`src/rtl/assert_macros.svh`:
```
// Assertion helpers shared by the RTL.
`ifndef ASSERT_MACROS_SVH
`define ASSERT_MACROS_SVH

// Checked only while out of reset.
`define ASSERT_RST(label, clk, rstn, prop, msg) \
  label: assert property (@(posedge clk) disable iff (!rstn) prop) else $error(msg);

// Checked on every rising clock edge.
`define ASSERT_ALWAYS(label, clk, prop, msg) \
  label: assert property (@(posedge clk) prop) else $error(msg);

`endif

```
`src/rtl/eikug_pkg.sv`:
```
package eikug_pkg;

  localparam int DIMS     = 3;
  localparam int VAL_W    = 24;
  localparam int PAIRS    = DIMS * (DIMS - 1) / 2;
  localparam int SUM_W    = VAL_W + $clog2(DIMS + 1);
  localparam int SQ_W     = 2 * VAL_W;
  localparam int DISC_W   = SQ_W + 2;
  localparam int ROOT_W   = DISC_W / 2;
  localparam int NUM_W    = ((SUM_W > ROOT_W) ? SUM_W : ROOT_W) + 1;
  localparam int FB_W     = VAL_W + 1;
  localparam int RECIP_SH = NUM_W + 3;
  localparam int PROD_W   = NUM_W + RECIP_SH;

  typedef logic [VAL_W-1:0] val_t;

  localparam val_t UNREACHED  = '1;
  localparam val_t MAX_FINITE = {{(VAL_W-1){1'b1}}, 1'b0};
  localparam val_t COST_RESET = VAL_W'(256);

  // ceil(2^RECIP_SH / DIMS): exact floor division for NUM_W-bit numerators
  localparam logic [RECIP_SH-1:0] RECIP =
    RECIP_SH'(((64'd1 << RECIP_SH) + 64'(DIMS) - 64'd1) / 64'(DIMS));

  // side info carried alongside the square root
  typedef struct packed {
    logic [SUM_W-1:0] sum;
    logic [FB_W-1:0]  fb;
    logic             fallback;
  } tag_t;

endpackage

```
`src/rtl/eikug_lane.sv`:
```
// One axis: pick the nearer neighbor, registered.
module eikug_lane import eikug_pkg::*; (
  input  logic clk_i,
  input  logic en_i,
  input  val_t lo_i,
  input  val_t hi_i,
  output val_t m_o
);

  val_t m_q, m_d;

  assign m_d = (lo_i < hi_i) ? lo_i : hi_i;

  always_ff @(posedge clk_i) begin
    if (en_i) begin
      m_q <= m_d;
    end
  end

  assign m_o = m_q;

endmodule

```
`config.mk`:
```
export PLATFORM = sky130hd
export DESIGN_NAME = eikug_lane
export DESIGN_NICKNAME = d
export VERILOG_FILES = /design/src/rtl/assert_macros.svh /design/src/rtl/eikug_pkg.sv /design/src/rtl/eikug_lane.sv
export SDC_FILE = /design/constraint.sdc
export NUM_CORES = 1
export LEC_CHECK = 0
export ABC_CLOCK_PERIOD_IN_PS = 1900
export BUFFER_PORTS_ARGS = -buffer_cell sky130_fd_sc_hd__buf_2
export CORE_ASPECT_RATIO = 0.9
export CORE_MARGIN = 3
export CORE_UTILIZATION = 43
export DETAILED_ROUTE_END_ITERATION = 8
export PLACE_DENSITY = 0.77
export SLEW_MARGIN = 20
export SYNTH_ARGS = -nofsm -noshare
export SYNTH_HDL_FRONTEND = slang
export SYNTH_SLANG_ARGS = --single-unit
```
`constraint.sdc`:
```
create_clock -name clk_i -period 1.9 [get_ports clk_i]
set_clock_uncertainty 0.05 [all_clocks]
set_input_delay 0.095 -clock clk_i [delete_from_list [all_inputs] [get_ports clk_i]]
set_output_delay 0.095 -clock clk_i [all_outputs]
set_load 0.03 [all_outputs]
```
==> flow_summary.toml <==
[outcome]
status = "complete, no violations"

[grt]
grt_max_degree = 25
grt.total_usage = 0.154
antenna_found_initial = 0
gr-total-overflow = 0
grt_pass1_wl_um = 5650
first_global_vias = 1302

[routing]
firstDrtPassIters = 4
drt_wl_total_um = 3550
vias_per_cell = 4.85
drt-wirelength-per-cell_um = 13.3
postRouteAntennaNets = 0
vias = 1290
drt_iter0_drc = 40
drc = 0

[floorplan]
rows = 20
die_area_sq_um = 4670
die_w_um = 71.7
start_util = 0.470
die_h_um = 65.1
core_sq_um = 3550
boundaryPins = 74

[worst_setup_path]
critPathArrivalTime_ps = 1820
cp_cell_sequence = "buf_2 -> inv_2 -> ha_4 -> a21oi_2 -> o21ai_2 -> a41oi_2 -> nor4b_2 -> buf_4 -> a21oi_4 -> clkbuf_16 -> mux2_4"
critPathMaxFanout = 8
required_ps = 1870
worstSetupEndpointType = "flop"
worst_path_max_delay_cell = "mux2_4"
crit_family = "compound AO/OA/AOI/OAI gates"
crit_type = "in -> reg"
cp.buffers_inverters = 4
start_kind = "input pin"
critPathLaunch = "hi_i[9]"
critPathMaxStageDelay_ps = 290

[logic_synthesis]
synth.avg_cell_area_sq_um = 12.8
syn_inst = 131
synth_edf_count = 24
synthTopCellsByArea = "edfxtp_1 (43%), mux2_4 (18%), ha_1 (17%)"
synth_area_leader_cell = "edfxtp_1"
ys_types = 19
synth_top_family_by_area = "multiplexers"
synth_most_common_cell = "edfxtp_1"
ys_ff_latch = 24
synth-adder-area-share = 0.172
async_flop_share = 0
synth_compound_area_frac = 0.0757
synth_warnings = 0
ys.flop_type = "edfxtp_1"
synth-xor-area-share = 0
synth.top_cell.area_share = 0.431
synth_mux_area_frac = 0.207
synth_common_cells = "edfxtp_1 (24), ha_1 (23), inv_1 (23)"
ys_seq_area_frac = 0.431
netlist_area_sq_um = 1670
synth.net_count = 204
synth_simple_gate_area_frac = 0.0487

[cells_and_area]
antennaDiodeCount = 0
final_cells = 266
layout-drive-gt1-share = 0.595
fillers = 273
nets = 296
largest_register_ffs = 24
multi_input_area_sq_um = 925
area_growth_pct = 42.3
regArea_sq_um = 721

[sta]
fin_ws_ps = 54.4
fin_crit_sh = 0.971
drv_slew = 0
hold_slack_ps = 90.0
slew_headroom = 0.639
hold_viol_final = 0
max_freq_ghz = 0.542
min_period_ps = 1850
fin_setup_tns_ps = 0
worst_slew_pin_slew_ps = 541
finalSetupViolCount = 0

[placement]
io_buffers = 73
dp_slack_ps = -230
place_inst = 261
gp_congestion = 0.801
hpwlAfterDp_um = 2920

[worst_hold_path]
hp-class = "in -> reg"
min-delay-start = "hi_i[16]"

[power_and_ir_drop]
powerDensity_nw_per_um2 = 713
p_leak_nw = 1.22
ir_drop_mv = 0.564

[cts]
cts_setup_buffers = 0
cts_tree = "done"
clkTransAtPathRegs_ps = 90
clock-root-buffer = "clkbuf_8"
cts_sinks = 24
numCtsBuffers = 3
h-tree-depth = 1
clock_path_buffers = 2

[flow_run]
drv_cap = 0
## layer usage
metal,share of wire,wire (um),global-route usage,up-vias
li1,-,-,-,657
met1,0.41,1440,0.175,595
met2,0.53,1880,0.291,36
met3,0.055,195,0.0336,2
met4,0.0085,30,0.0352,0
met5,0,0,0,-
## cells by family after synthesis
kind of cell,count (synthesis)
AND/OR/NAND/NOR,14
buffers and inverters,25
AO/OA/AOI/OAI,21
flip-flops,24
multiplexers,24
adder cells (fa/ha/maj),23
## cell usage in the layout (no fill, tap or decap), drive strengths merged
master  netlist  final
buf           2     88
edfxtp       24     24
mux2         24     24
inv          23     23
ha           23     23
a21oi        11     11
nand2         6      6
o21ai         5      5
a21o          4      4
clkbuf        0      4
nand4         3      3
and3          1      1
nor2b         1      1
nand4b        1      1
a41oi         1      1
nor2          1      1
nor4b         1      1
bufinv        0      1
## power by group
group          switching, mW  internal (mW)  leakage, nW
registers             0.0131          0.655        0.235
logic                  0.303          0.275        0.951
clock network          0.167          0.282       0.0357
## stage by stage
step | area (sq um) | total power [mW] | utilization
final | 2380 | 1.69 | 0.669
after global routing | 2380 | 1.79 | 0.669
after CTS | 2310 | 1.68 | 0.650
after detailed placement | 2240 | 1.23 | 0.630
after global placement | 2240 | 1.22 | 0.630
after floorplan | 1720 | 1.04 | -
## worst paths after layout
path                end  slack (ps)  cells past startpoint
max   m_o[13]$_DFFE_PP_          50                     11
min   m_o[16]$_DFFE_PP_          90                      2
## layout make-up
class	instances	area share
multi-input cells	82	0.389
flip-flops and latches	24	0.303
repair buffers	89	0.218
inverters	23	0.0363
well taps	44	0.0232
clock buffers	3	0.0174
clock inverters	1	0.0126
## timing repair
| action | 4_1_cts | 5_1_grt |
|---|---|---|
| gates resized for setup | 0 | 10 |
| endpoints found under the setup margin | 0 | 24 |
| hold buffers | 0 | 0 |
Note: power is estimated with default switching activity, not from simulation.
