<file path="src/rtl/assert_macros.svh">
// Assertion helpers shared by the RTL.
`ifndef ASSERT_MACROS_SVH
`define ASSERT_MACROS_SVH

// Checked only while out of reset.
`define ASSERT_RST(label, clk, rstn, prop, msg) \
  label: assert property (@(posedge clk) disable iff (!rstn) prop) else $error(msg);

// Checked on every rising clock edge.
`define ASSERT_ALWAYS(label, clk, prop, msg) \
  label: assert property (@(posedge clk) prop) else $error(msg);

`endif

</file>
<file path="src/rtl/eikug_pkg.sv">
package eikug_pkg;

  localparam int DIMS     = 3;
  localparam int VAL_W    = 24;
  localparam int PAIRS    = DIMS * (DIMS - 1) / 2;
  localparam int SUM_W    = VAL_W + $clog2(DIMS + 1);
  localparam int SQ_W     = 2 * VAL_W;
  localparam int DISC_W   = SQ_W + 2;
  localparam int ROOT_W   = DISC_W / 2;
  localparam int NUM_W    = ((SUM_W > ROOT_W) ? SUM_W : ROOT_W) + 1;
  localparam int FB_W     = VAL_W + 1;
  localparam int RECIP_SH = NUM_W + 3;
  localparam int PROD_W   = NUM_W + RECIP_SH;

  typedef logic [VAL_W-1:0] val_t;

  localparam val_t UNREACHED  = '1;
  localparam val_t MAX_FINITE = {{(VAL_W-1){1'b1}}, 1'b0};
  localparam val_t COST_RESET = VAL_W'(256);

  // ceil(2^RECIP_SH / DIMS): exact floor division for NUM_W-bit numerators
  localparam logic [RECIP_SH-1:0] RECIP =
    RECIP_SH'(((64'd1 << RECIP_SH) + 64'(DIMS) - 64'd1) / 64'(DIMS));

  // side info carried alongside the square root
  typedef struct packed {
    logic [SUM_W-1:0] sum;
    logic [FB_W-1:0]  fb;
    logic             fallback;
  } tag_t;

endpackage

</file>
<file path="src/rtl/eikug_isqrt.sv">
`include "assert_macros.svh"
// Pipelined integer square root, one result bit per stage.
module eikug_isqrt import eikug_pkg::*; #(
  parameter int TAG_W = 1
) (
  input  logic              clk_i,
  input  logic              rst_ni,
  input  logic              en_i,
  input  logic              valid_i,
  input  logic [DISC_W-1:0] x_i,
  input  logic [TAG_W-1:0]  tag_i,
  output logic              valid_o,
  output logic [ROOT_W-1:0] root_o,
  output logic [TAG_W-1:0]  tag_o
);

  localparam int REM_W = ROOT_W + 2;

  logic [ROOT_W:0]   vld_q;
  logic [DISC_W-1:0] x_q    [ROOT_W];
  logic [ROOT_W-1:0] root_q [ROOT_W+1];
  logic [REM_W-1:0]  rem_q  [ROOT_W+1];
  logic [TAG_W-1:0]  tag_q  [ROOT_W+1];

  always_ff @(posedge clk_i or negedge rst_ni) begin
    if (!rst_ni) begin
      vld_q <= '0;
    end else if (en_i) begin
      vld_q <= {vld_q[ROOT_W-1:0], valid_i};
    end
  end

  always_ff @(posedge clk_i) begin
    if (en_i) begin
      x_q[0]    <= x_i;
      root_q[0] <= '0;
      rem_q[0]  <= '0;
      tag_q[0]  <= tag_i;
    end
  end

  for (genvar k = 1; k <= ROOT_W; k++) begin : g_stage
    logic [REM_W-1:0] rem_sh, trial;
    logic             ge;

    assign rem_sh = {rem_q[k-1][REM_W-3:0], x_q[k-1][2*(ROOT_W-k)+1 -: 2]};
    assign trial  = {root_q[k-1], 2'b01};
    assign ge     = (rem_sh >= trial);

    always_ff @(posedge clk_i) begin
      if (en_i) begin
        root_q[k] <= {root_q[k-1][ROOT_W-2:0], ge};
        rem_q[k]  <= ge ? (rem_sh - trial) : rem_sh;
        tag_q[k]  <= tag_q[k-1];
      end
    end

    // the last stage has no further use for the radicand
    if (k < ROOT_W) begin : g_x
      always_ff @(posedge clk_i) begin
        if (en_i) begin
          x_q[k] <= x_q[k-1];
        end
      end
    end
  end

  assign valid_o = vld_q[ROOT_W];
  assign root_o  = root_q[ROOT_W];
  assign tag_o   = tag_q[ROOT_W];

  // exact floor sqrt leaves a remainder no larger than twice the root
  `ASSERT_RST(a_rem_bound, clk_i, rst_ni,
              valid_o |-> (rem_q[ROOT_W] <= {1'b0, root_o, 1'b0}),
              "isqrt remainder exceeds 2*root")

endmodule

</file>
<file path="config.mk">
export PLATFORM = sky130hd
export DESIGN_NAME = eikug_isqrt
export DESIGN_NICKNAME = d
export VERILOG_FILES = /design/src/rtl/eikug_pkg.sv /design/src/rtl/eikug_isqrt.sv
export VERILOG_INCLUDE_DIRS = /design/src /design/src/rtl
export SDC_FILE = /design/constraint.sdc
export NUM_CORES = 2
export LEC_CHECK = 0
export CORE_MARGIN = 3
export CORE_UTILIZATION = 41
export CTS_BUF_LIST = sky130_fd_sc_hd__clkbuf_16
export DETAILED_ROUTE_END_ITERATION = 7
export DONT_BUFFER_PORTS = 1
export GPL_TIMING_DRIVEN = 0
export HOLD_SLACK_MARGIN = 0.05
export PLACE_DENSITY = 0.55
export SYNTH_ARGS = -nofsm -noshare
export SYNTH_HDL_FRONTEND = slang
export SYNTH_SLANG_ARGS = --single-unit
export TNS_END_PERCENT = 20
</file>
<file path="constraint.sdc">
create_clock -name clk_i -period 3.9 [get_ports clk_i]
set_input_delay 0.39 -clock clk_i [delete_from_list [all_inputs] [get_ports clk_i]]
set_output_delay 0.39 -clock clk_i [all_outputs]
set_load 0.05 [all_outputs]
</file>
==> key figures <==
Die
  – Die outline width: 424 µm
  – Initial Util: slightly above 40%
  – Die area: between 150000 and 200000 µm²
  – Core box area: ~170000 µm²
  – Die Y-Extent: roughly 420 µm
  – Ports: 82
  – Rows: between 150 and 200

Synth
  – Main synth FF type: edfxtp_1
  – Top-area cell type share of the netlist area: about two thirds
  – Largest cells by area after synthesis: edfxtp_1 (66%), ha_1 (6.1%), xnor2_1 (2.9%), xor2_1 (2.5%), a21oi_1 (2.3%)
  – Post-synth EDFFs: roughly 1600
  – Post-synth top cells: edfxtp_1 (1568), inv_1 (436), ha_1 (351)
  – Synthesized cell area: ~70000 µm²
  – Seq cells post-synth: 1594
  – Fraction of registers with async set/reset: under 10%
  – Syn_area_per_cell: around 14 µm²
  – Yosys warning count: 0
  – Mapped Cells: approximately 5300
  – Synth cell types: 90
  – Sequential area share after synthesis: about two thirds
  – Top-count cell post-synth: edfxtp_1
  – Syn nets: 5708
  – Synth area leader: edfxtp_1

GRT
  – Tot GR Track Use: approximately 15%
  – Met3 Usage GRT: under 10%
  – Largest net degree at the start of global routing: between 200 and 300
  – Grt peak-use layer: met2
  – Overflow after GRT: 0
  – Initial antenna violation count: 1
  – GR met1 Demand/Resource: 20.4%
  – GR Util met2: about 24%
  – Vias in the first global route: between 40000 and 50000
  – Global-route wire length before repair: 217000 µm

Hold path
  – Min-Delay Path Depth: 1
  – HP Start: en_i
  – Hold Path End: x_q[0][1]
  – Hold Path Class: input pin to flop

Timing
  – Final setup viols: 0
  – Post-layout min period: approximately 3.8 ns
  – Fin crit share: 98.3%
  – Final Skew: between 0.05 and 0.06 ns
  – Final hold viol count: 0
  – Fmax: ~260 MHz
  – RSZ-0062 raised after global routing: true
  – Worst slew pin tran: 1.06 ns
  – Slew headroom: 29.5%
  – Max Transition Viols Final: 0

Worst setup path
  – Cell Chain, Critical Path: ha_1 > clkbuf_1 > and4_1 > and4_1 > nand3_1 > o21ai_0 > nor3_1 > nand2_2 > clkbuf_1 > a21oi_1
  – CP max-delay cell: clkbuf_1
  – R2r setup slk: 0.06 ns
  – Crit path max fanout: 10
  – CP Data Arrival Time: between 4 and 5 ns
  – Kind of critical path: flop to flop
  – CP startpoint kind: flop
  – Worst Path Buf+Inv: 2
  – CP max stage delay: between 0.5 and 0.6 ns
  – R2R Path End: rem_q[21][1]
  – CP required: 4.43 ns
  – WP depth: 10
  – Endpoint class of the critical path: flop
  – CP top delay family: simple AND/OR/NAND/NOR gates
  – Reg2reg start: rem_q[20][13]
  – Worst r2r path cells: 10

Power
  – Final Power: 46.9 mW
  – Power per cell area: 576 nW/µm²
  – Max VDD drop: approximately 0.46 mV
  – Pleak: slightly above 30 nW

Clock network
  – CTS sink cnt: 1594
  – Post-CTS setup buffers: 0
  – Root Buffer: clkbuf_16
  – CTS max path bufs: 3
  – CTS tree: yes
  – Clock slew at reported path FFs: 0.06 ns
  – TritonCTS buffer count: approximately 180
  – CTS H-Tree Depth: 4
  – Clk_lat worst skew: a little over 0.8 ns

Place
  – # placed instances: 7619
  – Post-DP HPWL: 92800 µm
  – Port-buffer cells: 0
  – Routability congestion estimate: approximately 0.9

Layout
  – Fillers: around 15000
  – Final Non-Filler Cells: 8000
  – Area grow syn2layout: 13.5%
  – Final Net Count: between 5000 and 6000
  – Layout cells sized above 1: under 10%

Route
  – DRT iter0 DRCs: just over 3000
  – DRC Markers: 0
  – Sum of routed wire length over all layers: ~130000 µm
  – DR vias: just over 40000
  – Routed wire per std cell: roughly 17 µm
  – Drt first pass iters: 8
  – Remaining antenna violation count: 0
  – Vias per std cell: ~5.1

Job
  – Max-Cap Viols: 0

Status
  – Status: finished clean
## how the worst max path moves through the flow
stage                              from             to  slack [ns]
after detailed placement  root_q[23][0]  rem_q[24][13]       -0.55
after CTS                 rem_q[18][21]   rem_q[19][9]       0.005
after floorplan            rem_q[20][3]  rem_q[21][10]        0.62
after global routing       rem_q[21][1]  rem_q[22][11]       -0.03
after global placement    root_q[23][0]  rem_q[24][13]       -0.58
final                     rem_q[20][13]   rem_q[21][1]        0.06
## per-stage QoR
stage	hold slack, ns	area [µm²]	setup slack [ns]	util [%]	TNS, ns
5_1_grt	0.0829	81400	-0.0282	47.1	-0.0418
2_1_floorplan	0.0944	71700	0.623	-	0
3_3_place_gp	0.0950	74600	-0.580	43.2	-29.79
6_report	0.0698	81400	0.0649	47.1	0
4_1_cts	0.0913	81300	0.00502	47.1	0
3_5_place_dp	0.0951	74800	-0.551	43.3	-27.71
## layout make-up
class	instances	area, µm²	share of cell area, %
Tap cell	2310	2890	3.55
Sequential cell	1594	47700	58.6
Clock buffer	176	4400	5.41
Timing Repair Buffer	66	838	1.03
Multi-Input combinational cell	3189	22200	27.2
Clock inverter	144	1340	1.65
Antenna cell	2	5.00	0.00615
Buffer	82	359	0.441
Inverter	437	1640	2.02
## placed cells by master (no fill, tap or decap), types with 70 or more instances in the layout
master / count
clkbuf_16: 176
xor2_1: 208
xnor2_1: 240
nor2_1: 331
mux2_2: 88
a21o_1: 112
ha_1: 351
a21oi_1: 334
o21ai_0: 248
inv_1: 475
nand2_1: 315
edfxtp_1: 1568
nor3_1: 132
nand2b_1: 70
## where the power goes
part	internal, mW	leakage (nW)	switching, mW
registers	21.5	15.3	1.24
logic	3.49	12.8	4.52
clock network	9.40	2.93	6.77
## registers in the layout, indices dropped and copies added (netlist names)
register	cells
vld_q	26
root_q	325
rem_q	567
tag_q	26
x_q	650
## cells by family (layout without fill, tap and decap cells)
group / count (synthesis) / after routing / share of synthesized area (%)
flops: 1594 / 1594 / 66.5
simple gates: 1275 / 1275 / 8.84
compound gates: 1020 / 1020 / 8.81
other cells: 1 / 3 / 0.00523
xor+xnor: 448 / 448 / 5.47
mux: 94 / 94 / 1.47
fa+ha+maj: 351 / 351 / 6.12
buf+inv: 519 / 905 / 2.75
## repair_timing
item                                   4_1_cts  5_1_grt
pin swaps                                    0        1
resized for setup                           22       38
setup endpoints to repair                  116      175
hold buffers                                57        1
endpoints found under the hold margin      237       65
## metal layers
metal / routed length (µm) / up-vias / part of all wire [%]
li1: - / 20200 / -
met1: 62200 / 19700 / 46
met2: 62500 / 725 / 46
met3: 6310 / 222 / 4.7
met4: 3420 / 0 / 2.5
met5: 0 / - / 0
## worst register-to-register path: cells and delay by family (launching register included)
kind | cells | cell delay [ns]
AO/OA/AOI/OAI | 2 | 0.50
AND/OR/NAND/NOR | 5 | 1.47
flip-flops | 1 | 0.40
adder cells (fa/ha/maj) | 1 | 0.29
buffers and inverters | 2 | 0.90
No activity file was read; power rests on OpenSTA's default activity.
